===== src/rtl/core/i85alu_pkg.sv =====
// ----------------------------------------------------------------------------
// i85alu_pkg
// Shared types and constants of the 8085-style ALU: the action codes, the
// flag bit positions and the kept architectural state.
// ----------------------------------------------------------------------------
package i85alu_pkg;

    typedef enum logic [4:0] {
        ACT_ADD  = 5'd0,
        ACT_ADC  = 5'd1,
        ACT_SUB  = 5'd2,
        ACT_SBB  = 5'd3,
        ACT_CMP  = 5'd4,
        ACT_DAD  = 5'd5,
        ACT_INR  = 5'd6,
        ACT_DCR  = 5'd7,
        ACT_INX  = 5'd8,
        ACT_DCX  = 5'd9,
        ACT_AND  = 5'd10,
        ACT_OR   = 5'd11,
        ACT_XOR  = 5'd12,
        ACT_RLC  = 5'd13,
        ACT_RRC  = 5'd14,
        ACT_RAL  = 5'd15,
        ACT_RAR  = 5'd16,
        ACT_DAA  = 5'd17,
        ACT_CMA  = 5'd18,
        ACT_CMC  = 5'd19,
        ACT_STC  = 5'd20,
        ACT_LOAD = 5'd21
    } t_action;

    // Bit positions within the flag byte.
    localparam int unsigned FLAG_S    = 7;
    localparam int unsigned FLAG_Z    = 6;
    localparam int unsigned FLAG_X    = 5;
    localparam int unsigned FLAG_A    = 4;
    localparam int unsigned FLAG_RSVD = 3;
    localparam int unsigned FLAG_P    = 2;
    localparam int unsigned FLAG_V    = 1;
    localparam int unsigned FLAG_C    = 0;

    typedef struct packed {
        logic [7:0]  acc;
        logic [7:0]  flags;
        logic [15:0] hl;
    } t_arch;

endpackage


===== src/rtl/core/i85alu_exec.sv =====
// ----------------------------------------------------------------------------
// i85alu_exec
// Combinational execute stage: forms the next accumulator, flag byte and HL
// pair, and the side result, from the current state and one item.
// ----------------------------------------------------------------------------
module i85alu_exec (
    input  logic [4:0]          i_action,
    input  logic [7:0]          i_operand8,
    input  logic [15:0]         i_operand16,
    input  logic [7:0]          i_flags_in,
    input  i85alu_pkg::t_arch   i_state,
    output i85alu_pkg::t_arch   o_state,
    output logic [15:0]         o_value
);
    import i85alu_pkg::*;

    // Sign, zero, bit-5 and even-parity flags of an 8-bit result.
    function automatic logic [7:0] szxp(input logic [7:0] r);
        logic [7:0] f;
        f         = 8'h00;
        f[FLAG_S] = r[7];
        f[FLAG_Z] = (r == 8'h00);
        f[FLAG_X] = r[5];
        f[FLAG_P] = ~^r;
        return f;
    endfunction

    t_action     act;
    logic [7:0]  acc;
    logic [7:0]  flg;
    logic        cf;
    logic [7:0]  kept;

    // Shared adder, also used by decimal adjust.
    logic        daa_lo;
    logic        daa_hi;
    logic [7:0]  corr;
    logic [7:0]  add_b;
    logic        add_cin;
    logic [8:0]  sum9;
    logic [4:0]  sum_lo;
    logic [7:0]  add_f;

    // Subtractor, shared by sub, sbb and cmp.
    logic        sub_cin;
    logic [8:0]  sub_t;
    logic [7:0]  sub_res;
    logic [7:0]  sub_f;

    logic [7:0]  inc_res;
    logic [7:0]  dec_res;
    logic [7:0]  incdec_f;
    logic [16:0] dad_sum;

    assign act  = t_action'(i_action);
    assign acc  = i_state.acc;
    assign flg  = i_state.flags;
    assign cf   = flg[FLAG_C];

    always_comb begin
        kept            = 8'h00;
        kept[FLAG_RSVD] = flg[FLAG_RSVD];
    end

    assign daa_lo  = (acc[3:0] > 4'd9) || flg[FLAG_A];
    assign daa_hi  = (acc > 8'h99) || cf;
    assign corr    = {1'b0, daa_hi, daa_hi, 1'b0, 1'b0, daa_lo, daa_lo, 1'b0};
    assign add_b   = (act == ACT_DAA) ? corr : i_operand8;
    assign add_cin = (act == ACT_ADC) && cf;
    assign sum9    = {1'b0, acc} + {1'b0, add_b} + {8'h00, add_cin};
    assign sum_lo  = {1'b0, acc[3:0]} + {1'b0, add_b[3:0]} + {4'h0, add_cin};

    always_comb begin
        add_f         = kept | szxp(sum9[7:0]);
        add_f[FLAG_A] = sum_lo[4];
        add_f[FLAG_V] = ~(acc[7] ^ add_b[7]) & (acc[7] ^ sum9[7]);
        // Decimal adjust reports its own carry rather than the adder's.
        add_f[FLAG_C] = (act == ACT_DAA) ? daa_hi : sum9[8];
    end

    assign sub_cin = (act == ACT_SBB) && cf;
    assign sub_t   = {1'b0, i_operand8} + {8'h00, sub_cin};
    assign sub_res = acc - sub_t[7:0];

    always_comb begin
        sub_f         = kept | szxp(sub_res);
        sub_f[FLAG_C] = ({1'b0, acc} < sub_t);
        sub_f[FLAG_A] = ({1'b0, acc[3:0]} >= ({1'b0, i_operand8[3:0]} + {4'h0, sub_cin}));
        sub_f[FLAG_V] = (acc[7] ^ i_operand8[7]) & (acc[7] ^ sub_res[7]);
    end

    assign inc_res = i_operand8 + 8'd1;
    assign dec_res = i_operand8 - 8'd1;

    always_comb begin
        if (act == ACT_INR) begin
            incdec_f         = kept | szxp(inc_res);
            incdec_f[FLAG_A] = (i_operand8[3:0] == 4'hf);
            incdec_f[FLAG_V] = (i_operand8 == 8'h7f);
        end else begin
            incdec_f         = kept | szxp(dec_res);
            incdec_f[FLAG_A] = (i_operand8[3:0] != 4'h0);
            incdec_f[FLAG_V] = (i_operand8 == 8'h80);
        end
        incdec_f[FLAG_C] = cf;
    end

    assign dad_sum = {1'b0, i_state.hl} + {1'b0, i_operand16};

    always_comb begin
        o_state = i_state;
        o_value = 16'h0000;
        case (act)
            ACT_ADD, ACT_ADC, ACT_DAA: begin
                o_state.acc   = sum9[7:0];
                o_state.flags = add_f;
            end
            ACT_SUB, ACT_SBB: begin
                o_state.acc   = sub_res;
                o_state.flags = sub_f;
            end
            ACT_CMP: begin
                o_state.flags = sub_f;
            end
            ACT_DAD: begin
                o_state.hl            = dad_sum[15:0];
                o_state.flags[FLAG_C] = dad_sum[16];
                o_state.flags[FLAG_V] = ~(i_state.hl[15] ^ i_operand16[15])
                                        & (i_state.hl[15] ^ dad_sum[15]);
            end
            ACT_INR: begin
                o_state.flags = incdec_f;
                o_value       = {8'h00, inc_res};
            end
            ACT_DCR: begin
                o_state.flags = incdec_f;
                o_value       = {8'h00, dec_res};
            end
            ACT_INX: begin
                o_value = i_operand16 + 16'd1;
            end
            ACT_DCX: begin
                o_value = i_operand16 - 16'd1;
            end
            ACT_AND: begin
                o_state.acc           = acc & i_operand8;
                o_state.flags         = kept | szxp(acc & i_operand8);
                o_state.flags[FLAG_A] = 1'b1;
            end
            ACT_OR: begin
                o_state.acc   = acc | i_operand8;
                o_state.flags = kept | szxp(acc | i_operand8);
            end
            ACT_XOR: begin
                o_state.acc   = acc ^ i_operand8;
                o_state.flags = kept | szxp(acc ^ i_operand8);
            end
            ACT_RLC, ACT_RAL: begin
                o_state.acc           = {acc[6:0], (act == ACT_RLC) ? acc[7] : cf};
                o_state.flags[FLAG_C] = acc[7];
                o_state.flags[FLAG_V] = acc[7] ^ acc[6];
            end
            ACT_RRC, ACT_RAR: begin
                o_state.acc           = {(act == ACT_RRC) ? acc[0] : cf, acc[7:1]};
                o_state.flags[FLAG_C] = acc[0];
            end
            ACT_CMA: begin
                o_state.acc = ~acc;
            end
            ACT_CMC: begin
                o_state.flags[FLAG_C] = ~cf;
            end
            ACT_STC: begin
                o_state.flags[FLAG_C] = 1'b1;
            end
            ACT_LOAD: begin
                o_state.acc   = i_operand8;
                o_state.flags = i_flags_in;
                o_state.hl    = i_operand16;
            end
            default: begin
                // Unassigned codes leave the state alone.
            end
        endcase
    end

endmodule


===== src/rtl/core/i8085_alu_flags_core.sv =====
// ----------------------------------------------------------------------------
// i8085_alu_flags_core
// 8085-style ALU with kept accumulator, flag byte and HL pair.
//
// Usage: each item on the input channel (i_in_valid / o_in_ready) carries an
// action code with its 8-bit and 16-bit operands and a flag byte for the
// load action. Every item gives exactly one result on the output channel
// (o_out_valid / i_out_ready): the accumulator, flag byte and HL pair after
// the operation, plus the side result of inr, dcr, inx and dcx.
// The result is registered: it appears in the cycle after the item is
// accepted. Throughput is one item per cycle while the receiver takes each
// result; the whole operation is one pass through the execute logic, set by
// the adder and flag logic between the state registers and themselves.
// The input is ready whenever the output register is empty or its result is
// being taken in the same cycle, so a stalled receiver holds the result and
// stops intake after exactly one buffered item.
// Reset clears the accumulator, flag byte and HL pair to zero and empties
// the output register.
// ----------------------------------------------------------------------------
module i8085_alu_flags_core (
    input  logic        i_clk,
    input  logic        i_rst_n,
    input  logic        i_in_valid,
    output logic        o_in_ready,
    input  logic [4:0]  i_action,
    input  logic [7:0]  i_operand8,
    input  logic [15:0] i_operand16,
    input  logic [7:0]  i_flags_in,
    output logic        o_out_valid,
    input  logic        i_out_ready,
    output logic [7:0]  o_acc_out,
    output logic [7:0]  o_flags_out,
    output logic [15:0] o_hl_out,
    output logic [15:0] o_value_out
);
    import i85alu_pkg::*;

    // Architectural state. It changes only when an item is accepted, which
    // is also the only moment the output register is loaded, so the state
    // doubles as the held result payload.
    t_arch       r_arch;
    t_arch       n_arch;
    logic [15:0] r_value;
    logic [15:0] n_value;
    logic        r_out_valid;
    logic        w_accept;

    assign o_in_ready = !r_out_valid || i_out_ready;
    assign w_accept   = i_in_valid && o_in_ready;

    i85alu_exec u_exec (
        .i_action    (i_action),
        .i_operand8  (i_operand8),
        .i_operand16 (i_operand16),
        .i_flags_in  (i_flags_in),
        .i_state     (r_arch),
        .o_state     (n_arch),
        .o_value     (n_value)
    );

    always_ff @(posedge i_clk) begin
        if (!i_rst_n) begin
            r_arch      <= '0;
            r_out_valid <= 1'b0;
        end else begin
            if (w_accept) begin
                r_arch      <= n_arch;
                r_out_valid <= 1'b1;
            end else if (i_out_ready) begin
                r_out_valid <= 1'b0;
            end
        end
    end

    // The side result is payload only and needs no reset.
    always_ff @(posedge i_clk) begin
        if (w_accept) begin
            r_value <= n_value;
        end
    end

    assign o_out_valid = r_out_valid;
    assign o_acc_out   = r_arch.acc;
    assign o_flags_out = r_arch.flags;
    assign o_hl_out    = r_arch.hl;
    assign o_value_out = r_value;

    // Every accepted item produces a result in the next cycle.
    a_result_follows: assert property (@(posedge i_clk) disable iff (!i_rst_n)
        w_accept |=> o_out_valid)
        else $error("accepted item produced no result");

    // The state never moves without an accepted item.
    a_state_holds: assert property (@(posedge i_clk) disable iff (!i_rst_n)
        (i_rst_n && !w_accept) |=> $stable(r_arch))
        else $error("state changed without an accepted item");

    // The unused flag bit only changes through the load action.
    a_rsvd_flag: assert property (@(posedge i_clk) disable iff (!i_rst_n)
        (w_accept && (i_action != ACT_LOAD))
        |=> (r_arch.flags[FLAG_RSVD] == $past(r_arch.flags[FLAG_RSVD])))
        else $error("reserved flag bit changed outside load");

    // Actions other than the increments and decrements report no side result.
    a_value_zero: assert property (@(posedge i_clk) disable iff (!i_rst_n)
        (w_accept && (i_action != ACT_INR) && (i_action != ACT_DCR)
         && (i_action != ACT_INX) && (i_action != ACT_DCX))
        |=> (o_value_out == 16'h0000))
        else $error("side result set by an action that has none");

endmodule


===== config.mk =====
export PLATFORM = sky130hd
export DESIGN_NAME = i8085_alu_flags_core
export DESIGN_NICKNAME = d
export VERILOG_FILES = /design/src/rtl/core/i85alu_pkg.sv /design/src/rtl/core/i85alu_exec.sv /design/src/rtl/core/i8085_alu_flags_core.sv
export SDC_FILE = /design/constraint.sdc
export NUM_CORES = 1
export LEC_CHECK = 0
export ABC_AREA = 1
export BUFFER_PORTS_ARGS = -buffer_cell sky130_fd_sc_hd__buf_2
export CORE_MARGIN = 2
export CORE_UTILIZATION = 55
export DETAILED_ROUTE_END_ITERATION = 6
export PLACE_DENSITY_LB_ADDON = 0.08
export SYNTH_ARGS = -nofsm -noshare
export SYNTH_HDL_FRONTEND = slang
export SYNTH_HIERARCHICAL = 1
export SYNTH_SLANG_ARGS = --single-unit
export TNS_END_PERCENT = 20

===== constraint.sdc =====
create_clock -name i_clk -period 6.6 [get_ports i_clk]
set_input_delay 0.33 -clock i_clk [delete_from_list [all_inputs] [get_ports i_clk]]
set_output_delay 0.33 -clock i_clk [all_outputs]
set_load 0.02 [all_outputs]

==> results of run 1 <==
[metal layers]
| metal | routed length (um) | GRT usage, % |
|---|---|---|
| met1 | 10600 | 46.8 |
| met2 | 9840 | 49.0 |
| met3 | 2200 | 7.75 |
| met4 | 715 | 11.4 |
| met5 | 0 | 0 |
[per-stage QoR]
stage          std cells  cell area [um^2]  setup slack, ns  hold slack (ns)
3_5_place_dp        1318              7630             2.11            0.508
5_1_grt             1326              7780             1.92            0.492
4_1_cts             1326              7780             2.40            0.441
3_3_place_gp        1318              7630             2.23            0.498
6_report            1326              7780             2.28            0.441
2_1_floorplan       1086              7150             2.83            0.560
[how the worst max path moves through the flow]
stage | end | from
final | o_flags_out[2] | i_action[1]
after global routing | o_flags_out[2] | o_acc_out[1]
after detailed placement | o_flags_out[2] | i_action[1]
after CTS | o_flags_out[2] | i_action[1]
after floorplan | o_flags_out[2] | i_action[4]
after global placement | o_flags_out[2] | i_action[1]
[worst max-delay path, cell delays in order]
cell	delay, ns
buf_2	0.17
inv_2	0.06
nor2_1	0.08
nand2_1	0.28
nor3_1	0.28
ha_1	0.32
ha_1	0.22
nand3_1	0.17
xor2_1	0.20
ha_1	0.39
nand3_2	0.11
nand2_2	0.09
o21bai_1	0.12
xor2_1	0.24
inv_2	0.09
ha_1	0.29
xnor2_1	0.19
xnor2_1	0.14
o21ai_0	0.13
nor3_1	0.19
nand4_1	0.10
inv_1	0.07
nand3_1	0.07
nand2_1	0.11
nor2_1	0.05
[final cells by class]
class	instances	area [um^2]
well taps	172	215
clock inverters	3	25.0
multi-input cells	842	5190
clock buffers	5	125
repair buffers	95	488
flip-flops and latches	49	1140
fillers	1300	4890
inverters	160	601
[registers in the layout (all words and copies together), names as in the netlist]
register,flops
o_value_out,16
o_flags_out,8
o_out_valid,1
o_hl_out,16
o_acc_out,8
[cells by family after synthesis]
| logic type | after synthesis | synth area share (%) |
|---|---|---|
| flip-flops | 49 | 16.0 |
| adder cells (fa/ha/maj) | 100 | 18.0 |
| AO/OA/AOI/OAI | 211 | 17.5 |
| AND/OR/NAND/NOR | 478 | 30.5 |
| XOR/XNOR | 53 | 6.49 |
| buffers and inverters | 195 | 11.5 |
[power groups by stage]
stage	sequential (mW)	clock (mW)	combinational, mW
detailed placement	0.368	0	0.603
global route	0.365	0.296	0.687
global placement	0.368	0	0.601
CTS	0.361	0.286	0.607
floorplan	0.391	0	0.423
finish	0.362	0.279	0.619
[placed cells by master, fill, tap and decap left out, types with 8 or more instances in the layout]
cell type	count
buf_2	90
nand2_1	207
xnor2_1	23
o22ai_1	25
edfxtp_1	16
o21ai_0	37
a21oi_1	89
o221ai_1	8
nor3_1	8
nand3_1	96
ha_1	95
nor4_1	8
a22oi_1	12
inv_1	151
nand4_1	23
inv_2	9
xor2_1	30
nand2_2	11
o211ai_1	8
dfxtp_1	33
nor2_1	92
or2_2	9
==> qor.csv, run 1 <==
stage,metric,value,unit
critical_path,CP arrival,4.52,ns
power,net switching power figure,554,uW
global_route,global route overflow,0,
critical_path,RR Endpoint,o_flags_out[2],
yosys,syn_area_per_cell,6.59,um^2
timing,post-route minimum period,4.32,ns
critical_path,crit start category,primary input,
finish,share of layout cells above drive strength 1,13.3,%
clocking,TritonCTS Buffers,5,
global_route,vias in the first global route,6967,
drt,via/cell ratio,5.89,
global_route,initial antenna violation count,0,
timing,Slew @ Worst Pin,1.20,ns
drt,Post-DRT Antenna Nets,0,
global_route,largest net degree at the start of global routing,67,
clocking,CTS Hold Bufs,0,
yosys,Syn Inst Count,1086,
timing,RSZ-0062 raised after global routing,no,
yosys,syn_nets,1227,
yosys,number of synthesized flops with an enable pin,16,
clocking,post-CTS setup buffer count,0,
yosys,Synth area leader,ha_1,
clocking,Root Driver,clkbuf_16,
power,Comb power frac,49.1,%
yosys,top-count cell post-synth,nand2_1,
yosys,Synth area leaders,"ha_1 (17%), nand2_1 (11%), dfxtp_1 (9.2%)",
timing,max_slew headroom,19.8,%
yosys,"FFs w/ async S/R, synth",0,%
yosys,Netlist Area Pre-Place,0.00715,mm^2
placed_design,DP HPWL,17900,um
clocking,CTS tree,yes,
timing,Pins Over Slew Limit,0,
timing,Max Freq,0.231,GHz
drt,Vias,7812,
floorplan,Placeable Area,0.0127,mm^2
power,cell internal pwr,707,uW
power,peak supply drop,151,uV
floorplan,row cnt,41,
yosys,most instantiated cells after synthesis,"nand2_1 (207), inv_1 (151), nand3_1 (96), ha_1 (95), nor2_1 (92)",
global_route,global-route wire length before repair,36400,um
drt,# DRC,0,
finish,final net count,1294,
clocking,Clock Latency Late Sink,0.31,ns
hold_path,Min-Delay Endpoint,o_flags_out[3],
critical_path,"Max FO, Critical Path",11,
drt,DRT iter0 DRCs,986,
critical_path,reg2reg setup slack,2.30,ns
clocking,CTS max path bufs,2,
drt,WL/cell,17.6,um
yosys,post-synthesis sequential area ratio,16.0,%
timing,Final Hold Fails,0,
floorplan,Die X,118,um
critical_path,kind of end point of the critical path,flip-flop,
finish,n_diodes,0,
timing,clk_skew,0.00601,ns
yosys,top cell type's share of synthesized area,16.6,%
drt,drt total wl,23300,um
timing,# setup viols final,0,
clocking,H-Tree Level Count,2,
power,sequential share of power,28.7,%
critical_path,CP required,6.80,ns
floorplan,initial core utilization,56.4,%
floorplan,Die H,118,um
clocking,post-cts resize count,0,
placed_design,Routability Congestion,1.08,
clocking,Worst-path clk slew,0.07,ns
placed_design,Port Buffers,90,
yosys,"FF+latch count, synth",49,
power,Clock power frac,22.2,%
power,Final Power,1.26,mW
critical_path,crit path kind,primary input to flip-flop,
hold_path,hold crit path type,primary input to flip-flop,
power,LEAKAGE,3.98,nW
yosys,Netlist cell types,49,
drt,Pre-antenna DRT Iters,5,
hold_path,hold depth,7,
flow_run,max-cap viol count,0,
finish,"Area growth, synth to finish",8.80,%
power,Net Sw Frac,43.9,%
yosys,YS warnings,6,
global_route,Tot GR Track Use,33.0,%
floorplan,Die Area,0.0139,mm^2
timing,Final TNS setup,0,ns
run_status,status,"complete, no violations",
critical_path,R2R Path Start,o_acc_out[1],
yosys,Main synth FF type,dfxtp_1,
finish,Final Util,61.4,%
timing,Final period util,65.5,%
hold_path,HP Start,i_flags_in[3],
power,P per Cell Area,162,mW/mm^2
critical_path,Register-to-Register Path Depth,25,
floorplan,Boundary Pins,91,
clocking,CTS Sinks,49,
(Power assumes the default switching activity.)
==> run 2: changes to the inputs <==
==> constraint.sdc (replaced) <==
create_clock -name i_clk -period 3.8 [get_ports i_clk]
set_input_delay 0.19 -clock i_clk [delete_from_list [all_inputs] [get_ports i_clk]]
set_output_delay 0.19 -clock i_clk [all_outputs]
set_load 0.02 [all_outputs]
==> qor.csv, run 2 (same netlist as run 1, synthesis figures left out) <==
stage,metric,value,unit
critical_path,CP arrival,3.77,ns
finish,n_diodes,0,
floorplan,Placeable Area,0.0127,mm^2
floorplan,Die H,118,um
clocking,H-Tree Level Count,2,
critical_path,R2R Path Start,o_flags_out[0],
critical_path,RR Endpoint,o_flags_out[2],
drt,DRT iter0 DRCs,904,
timing,Pins Over Slew Limit,0,
hold_path,hold crit path type,primary input to flip-flop,
timing,max_slew headroom,20.9,%
power,Net Sw Frac,43.0,%
critical_path,crit path kind,flip-flop to flip-flop,
timing,Final Hold Fails,0,
drt,Pre-antenna DRT Iters,6,
global_route,vias in the first global route,7133,
global_route,global route overflow,0,
drt,drt total wl,23800,um
hold_path,HP Start,i_flags_in[3],
power,peak supply drop,252,uV
placed_design,DP HPWL,18700,um
drt,WL/cell,17.2,um
clocking,CTS max path bufs,2,
clocking,Clock Latency Late Sink,0.31,ns
timing,clk_skew,0.0101,ns
timing,Final period util,93.8,%
floorplan,Boundary Pins,91,
timing,Slew @ Worst Pin,1.18,ns
power,sequential share of power,26.0,%
clocking,CTS Hold Bufs,0,
flow_run,max-cap viol count,0,
timing,# setup viols final,0,
run_status,status,"complete, no violations",
placed_design,Routability Congestion,1.05,
power,net switching power figure,1.02,mW
power,Clock power frac,19.9,%
finish,Non-Filler Instances,1387,
critical_path,crit start category,flip-flop,
global_route,Tot GR Track Use,33.4,%
power,cell internal pwr,1.35,mW
critical_path,Register-to-Register Path Depth,22,
drt,# DRC,0,
timing,Final TNS setup,0,ns
clocking,Root Driver,clkbuf_16,
floorplan,Die Area,0.0139,mm^2
finish,share of layout cells above drive strength 1,20.8,%
global_route,largest net degree at the start of global routing,67,
global_route,global-route wire length before repair,37100,um
floorplan,initial core utilization,56.4,%
clocking,CTS tree,yes,
floorplan,Die X,118,um
hold_path,hold depth,7,
finish,final net count,1355,
timing,Max Freq,0.280,GHz
finish,"most common cell after layout, fill and taps aside",nand2_1,
finish,"commonest cells after routing, fill and taps aside","nand2_1 (204), inv_1 (146), nand3_1 (94), nor2_1 (90), buf_2 (90)",
power,LEAKAGE,4.29,nW
hold_path,Min-Delay Endpoint,o_flags_out[3],
critical_path,CP required,4.00,ns
drt,Post-DRT Antenna Nets,0,
clocking,TritonCTS Buffers,5,
clocking,Worst-path clk slew,0.07,ns
power,P per Cell Area,281,mW/mm^2
finish,"Area growth, synth to finish",17.9,%
clocking,CTS Sinks,49,
critical_path,kind of end point of the critical path,flip-flop,
global_route,initial antenna violation count,0,
drt,Vias,8055,
floorplan,row cnt,41,
critical_path,reg2reg setup slack,0.23,ns
placed_design,Port Buffers,90,
critical_path,"Max FO, Critical Path",4,
timing,post-route minimum period,3.57,ns
power,Comb power frac,54.1,%
drt,via/cell ratio,5.81,
placed_design,# placed instances,1371,
## run 2: power groups by stage
stage	Clock [mW]	Sequential, mW	Combinational (mW)
finish	0.472	0.614	1.28
global route	0.515	0.619	1.41
CTS	0.485	0.612	1.14
detailed placement	0	0.623	1.13
global placement	0	0.623	1.13
floorplan	0	0.679	0.735
## run 2: how the worst max path moves through the flow
stage | startpoint | slack, ns | end | depth (start not counted)
CTS | o_acc_out[7] | 0.11 | o_flags_out[2] | 25
global placement | i_action[2] | 0.05 | o_flags_out[2] | 25
global route | o_acc_out[6] | -0.04 | o_flags_out[2] | 26
floorplan | i_action[4] | 0.17 | o_flags_out[2] | 25
detailed placement | i_action[2] | -0.009 | o_flags_out[2] | 25
finish | o_flags_out[0] | 0.23 | o_flags_out[2] | 22
## run 2: per-stage QoR
step / util (%) / setup WS, ns / total power, mW / hold slack, ns / area, um^2
2_1_floorplan: - / 0.174 / 1.41 / 0.420 / 7150
6_report: 66.5 / 0.234 / 2.37 / 0.339 / 8430
5_1_grt: 66.5 / -0.0399 / 2.54 / 0.397 / 8430
3_3_place_gp: 63.4 / 0.0537 / 1.75 / 0.490 / 8030
4_1_cts: 64.6 / 0.109 / 2.24 / 0.342 / 8180
3_5_place_dp: 63.4 / -0.00863 / 1.76 / 0.501 / 8030
## run 2: repair_timing
item	CTS	global route
resized for setup	0	49
setup endpoints to repair	0	2
buffers inserted	0	8
endpoints found under the hold margin	0	0
## run 2: cell type report
cell class / instances / area (um^2)
Tap cell: 172 / 215
Multi-Input combinational cell: 842 / 5370
Fill cell: 1231 / 4240
Inverter: 160 / 601
Clock buffer: 5 / 125
Timing Repair Buffer: 156 / 946
Sequential cell: 49 / 1150
Clock inverter: 3 / 25.0
## run 2: layer usage
| metal | up-vias | part of all wire [%] | global-route usage [%] |
|---|---|---|---|
| li1 | 3928 | - | - |
| met1 | 3685 | 45 | 46.9 |
| met5 | - | 0 | 0 |
| met2 | 394 | 42 | 50.7 |
| met3 | 48 | 10 | 8.14 |
| met4 | 0 | 2.7 | 9.41 |
## run 2: critical path, stage by stage, from the launching register on
cell     delay, ns
dfxtp_1       0.31
inv_1         0.10
buf_4         0.16
nor4_1        0.05
buf_4         0.14
fa_2          0.35
fa_1          0.39
nand3_1       0.10
nand2_1       0.07
a21oi_1       0.15
o21ai_1       0.09
xor2_1        0.18
ha_1          0.32
xor2_2        0.20
a21oi_2       0.08
o21ai_2       0.09
o21ai_1       0.09
nor3_1        0.19
nand4_1       0.11
inv_1         0.06
nand3_1       0.07
nand2_1       0.11
nor2_1        0.05
==> run 3: changes to the inputs <==
--- a/config.mk
+++ b/config.mk
@@ -13,6 +13,5 @@
 export PLACE_DENSITY_LB_ADDON = 0.08
 export SYNTH_ARGS = -nofsm -noshare
 export SYNTH_HDL_FRONTEND = slang
-export SYNTH_HIERARCHICAL = 1
 export SYNTH_SLANG_ARGS = --single-unit
 export TNS_END_PERCENT = 20
==> constraint.sdc (replaced) <==
create_clock -name i_clk -period 3.4 [get_ports i_clk]
set_input_delay 0.17 -clock i_clk [delete_from_list [all_inputs] [get_ports i_clk]]
set_output_delay 0.17 -clock i_clk [all_outputs]
set_load 0.02 [all_outputs]
==> qor.csv, run 3 <==
stage,metric,value,unit
drt,# DRC,0,
yosys,most instantiated cells after synthesis,"nand2_1 (216), inv_1 (124), nor2_1 (109), ha_1 (95), a21oi_1 (89)",
timing,Final Hold Fails,0,
critical_path,"slowest stage delay, CP",0.36,ns
run_status,status,"complete, no violations",
timing,clk_skew,0.00781,ns
finish,Register Area,0.00114,mm^2
yosys,syn_nets,1168,
placed_design,# placed instances,1325,
yosys,number of synthesized flops with an enable pin,16,
critical_path,Register-to-Register Path Depth,20,
finish,n_diodes,0,
critical_path,CP required,3.56,ns
critical_path,kind of end point of the critical path,flip-flop,
finish,fin area,0.00814,mm^2
critical_path,crit path kind,flip-flop to flip-flop,
floorplan,initial core utilization,56.4,%
global_route,largest net degree at the start of global routing,23,
floorplan,Die X,115,um
yosys,Synth area leaders,"ha_1 (17%), nand2_1 (12%), dfxtp_1 (9.7%)",
finish,Final Util,67.5,%
clocking,TritonCTS Buffers,5,
timing,RSZ-0062 raised after global routing,yes,
global_route,vias in the first global route,6922,
floorplan,Die H,115,um
timing,Max Freq,0.306,GHz
clocking,CTS max path bufs,2,
critical_path,reg2reg setup slack,0.14,ns
yosys,Synth area leader,ha_1,
yosys,Main synth FF type,dfxtp_1,
placed_design,Routability Congestion,1.05,
power,peak supply drop,219,uV
placed_design,DP HPWL,18000,um
floorplan,Die Area,0.0133,mm^2
timing,Pins Over Slew Limit,0,
yosys,syn_area_per_cell,6.62,um^2
timing,Final period util,96.0,%
critical_path,CP arrival,3.43,ns
yosys,top cell type's share of synthesized area,17.5,%
clocking,H-Tree Level Count,2,
timing,post-route minimum period,3.26,ns
drt,WL/cell,16.8,um
finish,# fillers,1126,
clocking,Worst-path clk slew,0.07,ns
timing,Slew @ Worst Pin,1.01,ns
clocking,Clock Latency Late Sink,0.31,ns
global_route,global route overflow,0,
hold_path,hold depth,3,
critical_path,CP max-delay cell,ha_1,
finish,Non-Filler Instances,1337,
finish,"Area growth, synth to finish",19.7,%
critical_path,"Max FO, Critical Path",4,
clocking,CTS Hold Bufs,0,
finish,multi-input logic area,0.00522,mm^2
global_route,global-route wire length before repair,35000,um
drt,DRT iter0 DRCs,695,
floorplan,Placeable Area,0.0121,mm^2
yosys,Netlist cell types,54,
placed_design,placed cell area,0.00778,mm^2
flow_run,max-cap viol count,0,
timing,max_slew headroom,32.7,%
drt,via/cell ratio,5.60,
clocking,Root Driver,clkbuf_16,
finish,final net count,1309,
power,LEAKAGE,4.15,nW
floorplan,row cnt,40,
yosys,"FFs w/ async S/R, synth",0,%
critical_path,worst path cell trace,nand2_2 -> nor4_4 -> buf_4 -> ha_4 -> buf_4 -> nand2_2 -> xor2_1 -> ha_1 -> nand2_1 -> nand2_2 -> o21bai_4 -> or2_4 -> nand2_4 -> ha_4 -> xor2_1 -> nand3_1 -> nand3_1 -> nand2_1 -> nand2_1 -> a21oi_2,
drt,Vias,7488,
hold_path,hold crit path type,primary input to flip-flop,
placed_design,Port Buffers,90,
yosys,YS warnings,0,
clocking,CTS tree,yes,
yosys,Syn Inst Count,1027,
floorplan,Boundary Pins,91,
clocking,CTS Sinks,49,
finish,share of layout cells above drive strength 1,20.3,%
yosys,"FF+latch count, synth",49,
drt,Post-DRT Antenna Nets,0,
critical_path,crit start category,flip-flop,
yosys,Netlist Area Pre-Place,0.00680,mm^2
power,P per Cell Area,277,mW/mm^2
yosys,post-synthesis sequential area ratio,16.8,%
finish,"most common cell after layout, fill and taps aside",nand2_1,
timing,# setup viols final,0,
finish,"commonest cells after routing, fill and taps aside","nand2_1 (208), inv_1 (123), nor2_1 (105), ha_1 (90), buf_2 (90)",
global_route,initial antenna violation count,0,
drt,drt total wl,22500,um
drt,Pre-antenna DRT Iters,5,
yosys,top-count cell post-synth,nand2_1,
global_route,Tot GR Track Use,33.9,%
run 3: cell count changes after synthesis, moves of 5 or more:
cell	change
clkinv_1	+7
a22oi_1	-11
nand2_2	-8
buf_6	-5
nand3_1	-39
nand2_1	+9
xnor2_1	-6
nor2_4	+5
nor3_1	+5
o21ai_0	+10
inv_1	-27
buf_2	-14
nor2_1	+17
run 3: metrics by stage:
step | total power [mW] | setup WS [ns] | hold WS [ns] | setup TNS, ns
after floorplan | 1.34 | 0.145 | 0.308 | 0
after global placement | 1.65 | 0.0222 | 0.452 | 0
after detailed placement | 1.66 | -0.0309 | 0.452 | -0.0309
after CTS | 2.18 | 0.00955 | 0.145 | 0
after global routing | 2.40 | -0.0578 | 0.161 | -0.0589
final | 2.26 | 0.135 | 0.148 | 0
run 3: kinds of logic after synthesis:
kind of cell | synth area share [%]
compound gates | 18.7
xor+xnor | 6.05
fa+ha+maj | 19.0
buf+inv | 9.24
flops | 16.8
simple gates | 30.2
run 3: report_power, final:
group / switching (mW) / total, mW / internal [mW] / leakage, nW
logic: 0.649 / 1.08 / 0.432 / 3.65
clock network: 0.252 / 0.527 / 0.275 / 0.0684
registers: 0.0170 / 0.651 / 0.634 / 0.433
total: 0.918 / 2.26 / 1.34 / 4.15
run 3: routing by layer:
metal	vias to the layer above	wire length, um	part of all wire, %	GRT usage [%]
met2	304	10300	46	56.9
met3	77	1380	6.2	4.64
li1	3761	-	-	-
met5	-	0	0	0
met4	0	1240	5.5	17.1
met1	3346	9550	42	42.6
run 3: path summary, 6_finish.rpt:
path,start,endpoint
max,o_flags_out[0],o_flags_out[2]
min,i_flags_in[3],o_flags_out[3]
max reg2reg,o_flags_out[0],o_flags_out[2]
min reg2reg,o_flags_out[5],o_flags_out[5]
run 3: repair_timing:
action / in CTS / in global routing
pin swaps: 0 / 24
buffers inserted: 0 / 4
resized for setup: 3 / 42
endpoints found under the setup margin: 1 / 6
run 3: critical path: cells and delay by family, from the launching register on:
kind	cells	cell delay, ns
buffers and inverters	2	0.30
AND/OR/NAND/NOR	11	1.22
AO/OA/AOI/OAI	2	0.23
flip-flops	1	0.33
adder cells (fa/ha/maj)	3	0.70
XOR/XNOR	2	0.33
run 3: cell type report:
class                   count  share of cell area (%)
well taps                 168                    2.58
multi-input cells         820                    64.1
clock buffers               7                    1.63
flip-flops and latches     49                    14.1
clock inverters             1                  0.0769
repair buffers            148                    10.9
inverters                 144                    6.64
